## config.mk

```make
export PLATFORM = sky130hd
export DESIGN_NAME = chme_cell
export DESIGN_NICKNAME = d
export VERILOG_FILES = /design/src/rtl/chme_pkg.sv /design/src/rtl/chme_cell.sv
export SDC_FILE = /design/constraint.sdc
export NUM_CORES = 1
export LEC_CHECK = 0
export ABC_AREA = 1
export BUFFER_PORTS_ARGS = -buffer_cell sky130_fd_sc_hd__clkbuf_2
export CAP_MARGIN = 5
export CORE_AREA = 5 5 202 204
export DETAILED_ROUTE_END_ITERATION = 16
export DIE_AREA = 0 0 207 209
export PLACE_DENSITY = 0.62
export SYNTH_ARGS = -nofsm -noshare
export SYNTH_HDL_FRONTEND = slang
export SYNTH_SLANG_ARGS = --single-unit
```

## constraint.sdc

```tcl
create_clock -name clk -period 10.6 [get_ports clk]
set_clock_uncertainty 0.15 [all_clocks]
set_input_delay 0.53 -clock clk [delete_from_list [all_inputs] [get_ports clk]]
set_output_delay 0.53 -clock clk [all_outputs]
set_load 0.1 [all_outputs]
```

## src/rtl/chme_pkg.sv

```systemverilog
package chme_pkg;

  localparam int unsigned KEY_W         = 32;
  localparam int unsigned VALUE_W       = 64;
  localparam int unsigned OPCODE_W      = 2;
  localparam int unsigned STATUS_W      = 2;
  localparam int unsigned ENTRY_COUNT_W = 9;

  typedef enum logic [OPCODE_W-1:0] {
    OP_STORE  = 2'd0,
    OP_LOOKUP = 2'd1,
    OP_DELETE = 2'd2,
    OP_NOP    = 2'd3
  } op_t;

  typedef enum logic [STATUS_W-1:0] {
    ST_OK   = 2'd0,
    ST_MISS = 2'd1,
    ST_FULL = 2'd2
  } status_t;

  // contents of one cell
  typedef struct packed {
    logic               vld;
    logic [KEY_W-1:0]   key;
    logic [VALUE_W-1:0] value;
  } ent_t;

  // request token walking down the row
  typedef struct packed {
    logic               act;
    op_t                op;
    logic [KEY_W-1:0]   key;
    logic [VALUE_W-1:0] value;
    logic               done;   // finished, just rides to the end
    logic               shift;  // delete in progress: pull right neighbor left
    logic               ins;    // store took a fresh cell
    status_t            status;
    logic [VALUE_W-1:0] rdv;
  } tok_t;

endpackage

```

## src/rtl/chme_cell.sv

```systemverilog
module chme_cell (
  input  logic          clk,
  input  logic          rst_n,
  input  chme_pkg::tok_t tok_i,
  input  chme_pkg::ent_t nbr_i,
  output chme_pkg::ent_t ent_o,
  output chme_pkg::tok_t tok_o
);
  import chme_pkg::*;

  ent_t ent_r, ent_nxt;
  tok_t tok_r, tok_nxt;

  always_comb begin
    ent_nxt = ent_r;
    tok_nxt = tok_i;
    if (tok_i.act && !tok_i.done) begin
      if (tok_i.shift) begin
        // compaction after a delete
        ent_nxt = nbr_i;
        if (!nbr_i.vld) tok_nxt.done = 1'b1;
      end else if (ent_r.vld && ent_r.key == tok_i.key) begin
        unique case (tok_i.op)
          OP_STORE: begin
            ent_nxt.value  = tok_i.value;
            tok_nxt.done   = 1'b1;
            tok_nxt.status = ST_OK;
          end
          OP_LOOKUP: begin
            tok_nxt.rdv    = ent_r.value;
            tok_nxt.done   = 1'b1;
            tok_nxt.status = ST_OK;
          end
          OP_DELETE: begin
            ent_nxt        = nbr_i;
            tok_nxt.status = ST_OK;
            if (nbr_i.vld) tok_nxt.shift = 1'b1;
            else           tok_nxt.done  = 1'b1;
          end
          default: tok_nxt.done = 1'b1;
        endcase
      end else if (!ent_r.vld) begin
        // first empty cell: end of the occupied run
        tok_nxt.done = 1'b1;
        unique case (tok_i.op)
          OP_STORE: begin
            ent_nxt.vld    = 1'b1;
            ent_nxt.key    = tok_i.key;
            ent_nxt.value  = tok_i.value;
            tok_nxt.ins    = 1'b1;
            tok_nxt.status = ST_OK;
          end
          OP_LOOKUP, OP_DELETE: tok_nxt.status = ST_MISS;
          default: tok_nxt.status = ST_OK;
        endcase
      end
    end
  end

  always_ff @(posedge clk) begin
    if (!rst_n) begin
      ent_r.vld <= 1'b0;
      tok_r.act <= 1'b0;
    end else begin
      ent_r.vld <= ent_nxt.vld;
      tok_r.act <= tok_nxt.act;
    end
    ent_r.key    <= ent_nxt.key;
    ent_r.value  <= ent_nxt.value;
    tok_r.op     <= tok_nxt.op;
    tok_r.key    <= tok_nxt.key;
    tok_r.value  <= tok_nxt.value;
    tok_r.done   <= tok_nxt.done;
    tok_r.shift  <= tok_nxt.shift;
    tok_r.ins    <= tok_nxt.ins;
    tok_r.status <= tok_nxt.status;
    tok_r.rdv    <= tok_nxt.rdv;
  end

  assign ent_o = ent_r;
  assign tok_o = tok_r;

endmodule

```

==> metrics.md, run 1 <==
| Metric | Value |
|---|---|
| Mux contribution to synthesized area | `0.0613` |
| Post-route cell area | `15800 sq um` |
| Critical-path top delay cell | `buf_4` |
| Die Width | `207 um` |
| Share of the synthesized area in the top cell type | `0.324` |
| Synthesized net count | `1288` |
| Min-Delay Path Class | `primary input to flip-flop` |
| Final net count | `1939` |
| Critical path launch point type | `primary input` |
| Layout cells sized above 1 | `0.390` |
| Synth area leaders | `dfxtp_1 32%, edfxtp_1 28%, nand2_1 7.1%` |
| Total GRT Usage | `0.175` |
| Synth Area in Compound Gates | `0.152` |
| Final Slew Violations | `0` |
| Rows | `73` |
| TNS Setup | `0 ns` |
| Post-Synth Simple-Gate Area | `0.104` |
| # port buffers | `531` |
| Worst EP required | `10.64 ns` |
| Fin crit share | `0.335` |
| HPWL after detailed placement | `30.4 mm` |
| Post-synthesis register bit count | `265` |
| Avg WL per Cell | `18.2 um` |
| Max incr delay on CP | `0.55 ns` |
| Total Wirelength | `40.3 mm` |
| Worst-path fanout max | `44` |
| Initial antenna violation count | `1` |
| Num CTS Buffers | `30` |
| Fmax | `0.282 GHz` |
| Final Util | `0.404` |
| Via-to-Cell Ratio | `4.43` |
| Synth Area per Inst | `10.3 sq um` |
| Drt initial violations | `580` |
| Max transition margin | `0.307` |
| Clk_lat worst skew | `0.57 ns` |
| IO Pins | `532` |
| Placed Area | `13600 sq um` |
| Final GP Congestion | `0.917` |
| Worst EP arrival | `3.59 ns` |
| Hold WS | `0.0267 ns` |
| Core region area | `39100 sq um` |
| Post-synth top area cell | `dfxtp_1` |
| Most common cell after layout, fill and taps aside | `clkbuf_2` |
| Via count | `9829` |
| Initial cell density of the core | `0.267` |
| Final hold viol count | `0` |
| CP Capture Type | `flip-flop` |
| FILL cells | `3874` |
| Ys Warns | `0` |
| Clock Sinks | `265` |
| Slew @ Worst Pin | `1.04 ns` |
| Clock Tree Root | `clkbuf_16` |
| Pin count of the biggest net entering global routing | `78` |
| Post-CTS Setup Inserts | `0` |
| Final Setup Violations | `0` |
| CTS H-Tree Depth | `1` |
| M1 GR Usage | `0.216` |
| CP top delay family | `simple AND/OR/NAND/NOR gates` |
| Post-Synth XOR/XNOR Area | `0.00419` |
| GRT overflow | `0` |
| Final worst path period need | `3.55 ns` |
| Vias in the first global route | `9958` |
| Peak supply drop | `111 uV` |
| First-pass GRT wire length | `59.9 mm` |
| Max-cap violations | `0` |
| Leak | `0.00768 uW` |
| Pre-antenna DRT Iters | `5` |
| Clock-pin slew on the worst setup and hold paths | `0.06 ns` |
| Met3 usage | `0.0414` |
| Mapped Cells | `1017` |
| Chip Height | `209 um` |
| Buf/Inv on CP | `3` |
| TritonCTS clock tree | `yes` |
| Full die area | `43300 sq um` |
| Outcome | `complete, no violations` |
| CP Class | `primary input to flip-flop` |
| Yosys cell types | `33` |
| Detail Route Antenna Nets | `0` |
| Largest family of logic cells by synthesized area | `compound AO/OA/AOI/OAI gates` |
| DR DRC count | `0` |
| CTS max path bufs | `3` |
| Most frequent cells in the layout | `530 x clkbuf_2, 199 x nand2_1, 169 x dfxtp_1` |
| Worst-path cell chain | `dlygate4sd3_1 -> clkbuf_2 -> xnor2_1 -> nand3_1 -> nor2_1 -> nand2_1 -> nor2_1 -> nand2_1 -> nand2_2 -> a21oi_1 -> nor3_2 -> buf_4` |
| Mapped Area | `10500 sq um` |
| RSZ-0062 raised after global routing | `false` |
| Most Used Layer, Global Route | `met2` |
| Register area share after synthesis | `0.599` |
| Power per Cell Area | `173 nW/um^2` |
| Area grow syn2layout | `50.9%` |
| Adder-Cell Fraction of Synth Area | `0.00479` |
| GR Util met2 | `0.301` |
## area by class of cell
class,instances,area (sq um),area share
Inverter,130,488,0.0309
Multi-Input combinational cell,575,3440,0.218
Clock buffer,48,892,0.0565
Antenna cell,1,2.50,0.000159
Tap cell,525,657,0.0416
Sequential cell,265,6270,0.397
Clock inverter,7,42.5,0.00270
Timing Repair Buffer,666,3990,0.253
## cells in the mapped netlist (all sizes together)
| cell type | instances |
|---|---|
| ha | 4 |
| clkbuf | 27 |
| or2 | 6 |
| inv | 130 |
| a31o | 1 |
| a22oi | 64 |
| buf | 20 |
| xor2 | 1 |
| o2111ai | 1 |
| nand4 | 6 |
| a21oi | 3 |
| xnor2 | 4 |
| nor2 | 40 |
| nor3 | 4 |
| a22o | 5 |
| nand2 | 200 |
| o21ai | 158 |
| mux2i | 64 |
| dfxtp | 169 |
| edfxtp | 96 |
| nand3b | 2 |
| nand3 | 11 |
| and3 | 1 |
## final timing paths
kind | startpoint | to | slack (ns) | cells past startpoint
worst max-delay path | tok_i[155] | ent_o[44] | 7.05 | 12
worst min register to register | ent_o[54] | tok_o[54] | 0.37 | 2
worst min-delay path | tok_i[62] | tok_o[62] | 0.03 | 3
worst max register to register | ent_o[73] | ent_o[44] | 7.29 | 12
## worst min-delay path, cell delays in order
cell	delay [ns]
clkbuf_2	0.08
nand2_1	0.06
o21ai_2	0.05
## report_power, final
| part | total, uW | internal, uW | switching [uW] |
|---|---|---|---|
| clock | 990 | 574 | 416 |
| combinational | 618 | 141 | 477 |
| sequential | 1130 | 1110 | 21.3 |
## kinds of logic (layout without fill, tap and decap cells)
kind of cell | Yosys count | in the layout
fa+ha+maj | 4 | 4
xor+xnor | 5 | 5
simple gates | 270 | 270
flops | 265 | 265
buf+inv | 177 | 851
compound gates | 232 | 232
mux | 64 | 64
other cells | 0 | 1
## flip-flops by register name, indices dropped and copies added, names as in the netlist
| register | flops |
|---|---|
| ent_o | 97 |
| tok_o | 168 |
## layer usage
metal	share of wire	vias up
li1	-	4728
met1	0.41	4616
met2	0.49	404
met3	0.069	81
met4	0.031	0
met5	0	-
## repair_timing
item | in CTS | in global routing
hold buffers | 125 | 1
resized for setup | 0 | 0
endpoints found under the setup margin | 0 | 0
hold endpoints to repair | 125 | 1
## metrics by stage
stage	setup WS, ns	total power [uW]	instances
after floorplan	3.50	1580	1017
after global placement	6.93	1720	2035
after CTS	7.04	2760	2215
final	7.05	2740	2217
after detailed placement	6.87	1730	2035
after global routing	6.72	2830	2217
(Power assumes the default switching activity.)
==> inputs of run 2 (changes only) <==
==> config.mk (replaced) <==
export PLATFORM = sky130hd
export DESIGN_NAME = chme_cell
export DESIGN_NICKNAME = d
export VERILOG_FILES = /design/src/rtl/chme_pkg.sv /design/src/rtl/chme_cell.sv
export SDC_FILE = /design/constraint.sdc
export NUM_CORES = 1
export LEC_CHECK = 0
export ABC_AREA = 0
export BUFFER_PORTS_ARGS = -buffer_cell sky130_fd_sc_hd__clkbuf_2
export CAP_MARGIN = 5
export CORE_AREA = 5 5 201 203
export DETAILED_ROUTE_END_ITERATION = 16
export DIE_AREA = 0 0 206 208
export PLACE_DENSITY = 0.58
export SYNTH_ARGS = -nofsm -noshare
export SYNTH_HDL_FRONTEND = slang
export SYNTH_SLANG_ARGS = --single-unit
==> constraint.sdc (replaced) <==
create_clock -name clk -period 3.3 [get_ports clk]
set_clock_uncertainty 0.15 [all_clocks]
set_input_delay 0.165 -clock clk [delete_from_list [all_inputs] [get_ports clk]]
set_output_delay 0.165 -clock clk [all_outputs]
set_load 0.1 [all_outputs]
==> run 2 against run 1 <==
Wire length is 12% lower. Combinational power grew to 3.1 times the previous value. Hold slack better by 0.031 ns. Critical path type is now flip-flop to flip-flop. Largest cell class unchanged.
==> metrics.md, run 2 <==
| Metric | Value |
|---|---|
| Outcome | `complete, no violations` |
| Final Slew Violations | `0` |
| Via-to-Cell Ratio | `4.18` |
| Initial antenna violation count | `3` |
| Critical path launch point type | `flip-flop` |
| Synth Area per Inst | `16.0 sq um` |
| Worst EP required | `3.58 ns` |
| Mapped Area | `8680 sq um` |
| Worst EP arrival | `3.40 ns` |
| CP Class | `flip-flop to flip-flop` |
| Worst slack, placed | `0.264 ns` |
| Most frequent cells in the layout | `531 x clkbuf_2, 270 x dlygate4sd3_1, 169 x dfxtp_1` |
| Pre-antenna DRT Iters | `4` |
| Final GP Congestion | `0.843` |
| Full die area | `42800 sq um` |
| Count leader, synth | `dfxtp_1` |
| Power per Cell Area | `552 nW/um^2` |
| R2R Setup Slk | `0.18 ns` |
| Top cells by count, synth | `169 x dfxtp_1, 96 x a22o_1, 96 x edfxtp_1` |
| CP startpoint | `ent_o[80]` |
| CTS max path bufs | `3` |
| Max reg flops | `168` |
| Critical-path top delay cell | `o41ai_2` |
| M1 GR Usage | `0.166` |
| Met3 usage | `0.0441` |
| Ys Warns | `0` |
| Detail Route Antenna Nets | `0` |
| FILL cells | `3479` |
| Yosys cell types | `37` |
| Critical Path End | `ent_o[96]` |
| Area taken by multi-input logic gates | `2280 sq um` |
| Clock Sinks | `265` |
| RSZ-0062 raised after global routing | `false` |
| Post_cts resized | `0` |
| Share of the synthesized area in the top cell type | `0.390` |
| Clk_lat worst skew | `0.55 ns` |
| R2R cell count | `7` |
| Synthesized net count | `815` |
| Layout cells sized above 1 | `0.472` |
| # port buffers | `531` |
| Synth area leaders | `dfxtp_1 39%, edfxtp_1 33%, a22o_1 9.7%` |
| Via count | `7944` |
| Seq. cell area | `6270 sq um` |
| HPWL after detailed placement | `25.6 mm` |
| Worst-path cell chain | `xor2_1 -> nor4_1 -> nand4_2 -> o41ai_2 -> buf_12 -> a31oi_1 -> dlygate4sd3_1` |
| Max incr delay on CP | `0.57 ns` |
| Reg2reg start | `ent_o[80]` |
| IO Pins | `532` |
| Final worst path period need | `3.12 ns` |
| Mapped Cells | `544` |
| TNS Setup | `0 ns` |
| Final hold viol count | `0` |
| Core region area | `38300 sq um` |
| Avg WL per Cell | `18.7 um` |
| Clock-pin slew on the worst setup and hold paths | `0.06 ns` |
| Post-synthesis register bit count | `265` |
| CP Capture Type | `flip-flop` |
| DR DRC count | `0` |
| Post-synth top area cell | `dfxtp_1` |
| Slew @ Worst Pin | `0.625 ns` |
| Peak supply drop | `362 uV` |
| Chip Height | `208 um` |
| Tot Pwr | `8640 uW` |
| Initial cell density of the core | `0.227` |
| Most common cell after layout, fill and taps aside | `clkbuf_2` |
| Worst-path fanout max | `36` |
| Rows | `72` |
| First-pass GRT wire length | `52.1 mm` |
| Final Setup Violations | `0` |
| Most Used Layer, Global Route | `met2` |
| Leak | `0.00719 uW` |
| Final Util | `0.409` |
| Setup WS post-layout | `0.181 ns` |
| CTS H-Tree Depth | `1` |
| Fin crit share | `0.945` |
| GR Util met2 | `0.296` |
| FF-to-FF End | `ent_o[96]` |
| Min-Delay Path Class | `primary input to flip-flop` |
| Post-synth ARST share | `0` |
| Vias in the first global route | `8895` |
| Max transition margin | `0.585` |
| Die Width | `206 um` |
| Drt initial violations | `264` |
| Post-synth EDFFs | `96` |
| Final net count | `1631` |
| Area grow syn2layout | `80.4%` |
| Register area share after synthesis | `0.722` |
| TritonCTS clock tree | `yes` |
| Total GRT Usage | `0.156` |
| Max-cap violations | `0` |
| Num CTS Buffers | `28` |
| GRT overflow | `0` |
| Fmax | `0.321 GHz` |
| Total Wirelength | `35.5 mm` |
| Pin count of the biggest net entering global routing | `41` |
| Clock Tree Root | `clkbuf_16` |
| Main synth FF type | `dfxtp_1` |
| Post-CTS Setup Inserts | `0` |
## run 2: cell count changes in the layout (fill, tap and decap cells not counted), sizes merged, moves of 10 or more
cell	before	now
nand2	200	5
o21ai	158	3
dlygate4sd3	126	270
inv	130	6
a22o	5	96
a22oi	64	0
mux2	0	64
mux2i	64	0
nor2	40	6
xor2	1	32
nand3	11	1
## run 2: how the worst min path moves through the flow
| stage | slack (ns) | cells past startpoint | from | endpoint |
|---|---|---|---|---|
| floorplan | 0.04 | 0 | tok_i[100] | tok_o[100] |
| global placement | 0.13 | 1 | tok_i[128] | tok_o[128] |
| detailed placement | 0.14 | 1 | tok_i[82] | tok_o[82] |
| CTS | 0.02 | 5 | tok_i[68] | tok_o[64] |
| global route | 0.06 | 5 | tok_i[68] | tok_o[64] |
| finish | 0.06 | 5 | tok_i[68] | tok_o[64] |
## run 2: logic make-up (layout without fill, tap and decap cells)
kind of cell               count (synthesis)  count (layout)  synth area share
other                                      0               2                 0
AOI/OAI and AO/OA                        112             112             0.113
DFF                                      265             265             0.722
adders and majority gates                  4               4           0.00576
and+or+nand+nor                           33              33            0.0236
xor gates and xnor gates                  32              32            0.0323
muxes                                     64              64            0.0830
buffers and inverters                     34             872            0.0210
## run 2: power breakdown
part | total, uW | switching [uW] | leakage [uW] | internal (uW)
Sequential | 3610 | 60.9 | 0.00235 | 3550
Combinational | 1900 | 1370 | 0.00438 | 528
Clock | 3140 | 1270 | 0.000459 | 1860
## run 2: critical path: cells and delay by family (launching register included)
kind / cells / cell delay [ns]
flip-flops: 1 / 0.41
AND/OR/NAND/NOR: 2 / 0.77
AO/OA/AOI/OAI: 2 / 0.67
buffers and inverters: 2 / 0.82
XOR/XNOR: 1 / 0.17
## run 2: through the flow
stage	instances	hold slack, ns	area, sq um
floorplan	544	0.0427	8700
global placement	1578	0.133	12000
detailed placement	1578	0.136	12000
CTS	1900	0.0162	15700
global route	1901	0.0581	15700
finish	1902	0.0573	15700
## run 2: repair_timing
| item | CTS | global route |
|---|---|---|
| endpoints found under the hold margin | 265 | 0 |
| hold buffers | 270 | 0 |
| setup endpoints to repair | 0 | 1 |
## run 2: cell type report
| class | instances | area share |
|---|---|---|
| multi-input cells | 245 | 0.145 |
| clock inverters | 2 | 0.00160 |
| flip-flops and latches | 265 | 0.400 |
| repair buffers | 814 | 0.352 |
| well taps | 518 | 0.0414 |
| inverters | 6 | 0.00144 |
| diodes | 2 | 0.000319 |
| clock buffers | 50 | 0.0584 |
## run 2: layer usage
| layer | wire (um) | share of wire |
|---|---|---|
| met2 | 18700 | 0.52 |
| met4 | 1120 | 0.031 |
| met3 | 2830 | 0.080 |
| met5 | 0 | 0 |
| met1 | 12900 | 0.36 |
==> inputs of run 3 (changes only) <==
--- a/config.mk
+++ b/config.mk
@@ -8,10 +8,13 @@
 export ABC_AREA = 0
 export BUFFER_PORTS_ARGS = -buffer_cell sky130_fd_sc_hd__clkbuf_2
 export CAP_MARGIN = 5
-export CORE_AREA = 5 5 201 203
+export CELL_PAD_IN_SITES_DETAIL_PLACEMENT = 1
+export CELL_PAD_IN_SITES_GLOBAL_PLACEMENT = 2
+export CORE_AREA = 5 5 206 208
 export DETAILED_ROUTE_END_ITERATION = 16
-export DIE_AREA = 0 0 206 208
-export PLACE_DENSITY = 0.58
+export DIE_AREA = 0 0 211 213
+export PLACE_DENSITY = 0.77
+export SETUP_SLACK_MARGIN = 0.05
 export SYNTH_ARGS = -nofsm -noshare
 export SYNTH_HDL_FRONTEND = slang
 export SYNTH_SLANG_ARGS = --single-unit
==> run 3 against run 2 <==
Sequential cell count did not move. Maximum frequency rose by 3.6%. Power rose by 2.3%. Setup slack improved by 0.11 ns. Sequential power barely moved. Combinational power rose by 3%. Global-route usage rose by 2.0 points. Via count rose by 2.9%. Sequential share of layout area fell by 0.62 points. Wire length rose by 19%. Critical path type unchanged. Largest power group unchanged. Highest routed layer unchanged.
==> metrics.md, run 3 (synthesis gave the netlist of run 2 again) <==
| Metric | Value |
|---|---|
| Outcome | `complete, no violations` |
| Full die area | `44900 sq um` |
| Via count | `8171` |
| Initial antenna violation count | `2` |
| CP Class | `flip-flop to flip-flop` |
| Detail Route Antenna Nets | `0` |
| Worst EP required | `3.65 ns` |
| Final Setup Violations | `0` |
| Non-Filler Instances | `1937` |
| DR DRC count | `0` |
| Clk_lat worst skew | `0.56 ns` |
| TritonCTS clock tree | `yes` |
| TNS Setup | `0 ns` |
| Chip Height | `213 um` |
| Num CTS Buffers | `30` |
| Total Wirelength | `42.3 mm` |
| Fin crit share | `0.912` |
| Final net count | `1650` |
| Die Width | `211 um` |
| Leak | `0.00732 uW` |
| HPWL after detailed placement | `28.4 mm` |
| Power per Cell Area | `556 nW/um^2` |
| CTS max path bufs | `3` |
| Initial cell density of the core | `0.215` |
| Area grow syn2layout | `83.2%` |
| IO Pins | `532` |
| Max transition margin | `0.586` |
| R2R Setup Slk | `0.29 ns` |
| GRT overflow | `0` |
| Most common cell after layout, fill and taps aside | `clkbuf_2` |
| Min-Delay Path Class | `primary input to flip-flop` |
| # port buffers | `531` |
| Clock Sinks | `265` |
| CP Capture Type | `flip-flop` |
| Critical path launch point type | `flip-flop` |
| FILL cells | `4441` |
| CTS H-Tree Depth | `1` |
| RSZ-0062 raised after global routing | `false` |
| Post-route cell area | `15900 sq um` |
| Max-cap violations | `0` |
| Peak supply drop | `479 uV` |
| Pre-antenna DRT Iters | `4` |
| Worst EP arrival | `3.36 ns` |
| Max reg flops | `168` |
| Avg WL per Cell | `21.8 um` |
| Post_cts resized | `0` |
| Clock Tree Root | `clkbuf_16` |
| First-pass GRT wire length | `60.5 mm` |
| Pin count of the biggest net entering global routing | `34` |
| Clock-pin slew on the worst setup and hold paths | `0.06 ns` |
| Final Slew Violations | `0` |
| Core region area | `40400 sq um` |
| Placed Area | `12200 sq um` |
| Slew @ Worst Pin | `0.624 ns` |
| Via-to-Cell Ratio | `4.22` |
| Layout cells sized above 1 | `0.479` |
| Rows | `74` |
| Placed insts | `1609` |
| Drt initial violations | `282` |
| Final hold viol count | `0` |
| Vias in the first global route | `9531` |
| Worst-path fanout max | `6` |
| Most frequent cells in the layout | `531 x clkbuf_2, 270 x dlygate4sd3_1, 169 x dfxtp_1` |
| Fmax | `0.332 GHz` |
| Final GP Congestion | `0.818` |
| Total GRT Usage | `0.176` |
| Final worst path period need | `3.01 ns` |
run 3: cell types whose count changed in the layout (fill, tap and decap cells not counted):
cell,previous run,this run
clkbuf_8,11,4
inv_4,0,1
buf_4,9,20
bufinv_16,0,1
buf_12,4,10
clkinv_2,0,6
inv_8,0,1
clkinv_4,1,0
clkinv_1,0,1
clkbuf_16,29,31
run 3: cell type report:
cell class | count | area [sq um] | area share
inverter | 6 | 22.5 | 0.00142
sequential | 265 | 6270 | 0.394
multi-input combinational | 245 | 2280 | 0.143
timing repair buffer | 831 | 5710 | 0.359
clock inverter | 11 | 97.6 | 0.00613
antenna | 2 | 5.00 | 0.000315
tap | 532 | 666 | 0.0418
clock buffer | 45 | 868 | 0.0546
run 3: metal layers:
layer | vias up | wire [um] | GRT usage
li1 | 3725 | - | -
met1 | 3946 | 15000 | 0.184
met5 | - | 0 | 0
met3 | 81 | 3050 | 0.0458
met4 | 0 | 1430 | 0.0622
met2 | 419 | 22800 | 0.340
run 3: worst paths after layout:
| check | startpoint | endpoint | cells past startpoint |
|---|---|---|---|
| hold / removal | tok_i[129] | tok_o[129] | 2 |
| setup / recovery | ent_o[90] | tok_o[67] | 7 |
| hold reg to reg | ent_o[40] | tok_o[40] | 1 |
| setup reg to reg | ent_o[90] | tok_o[67] | 7 |
run 3: timing repair:
item / in CTS / in global routing
setup buffers: 0 / 0
hold endpoints to repair: 265 / 0
setup endpoints to repair: 0 / 5
hold buffers: 270 / 0
run 3: worst max-delay path, stage by stage (launching register included):
cell and delay, ns:
edfxtp_1 0.41, xor2_1 0.19, nor4_1 0.48, nand4_2 0.37, nor3_1 0.47, buf_4 0.18
a41o_1 0.15, dlygate4sd3_1 0.53
run 3: report_power, final:
group	leakage [uW]	total (uW)	internal, uW	switching, uW
Sequential	0.00235	3610	3550	68.1
Combinational	0.00449	1950	544	1410
Clock	0.000479	3280	1900	1370
run 3: per-stage QoR:
step           utilization  total power [uW]  setup slack [ns]  hold WS (ns)
6_report             0.394              8840             0.289         0.117
5_1_grt              0.394              9130            0.0747        0.0925
4_1_cts              0.394              8870             0.105        0.0850
3_5_place_dp         0.303              5340             0.120         0.136
3_3_place_gp         0.303              5320            0.0710         0.133
2_1_floorplan            -              4880            0.0847        0.0427
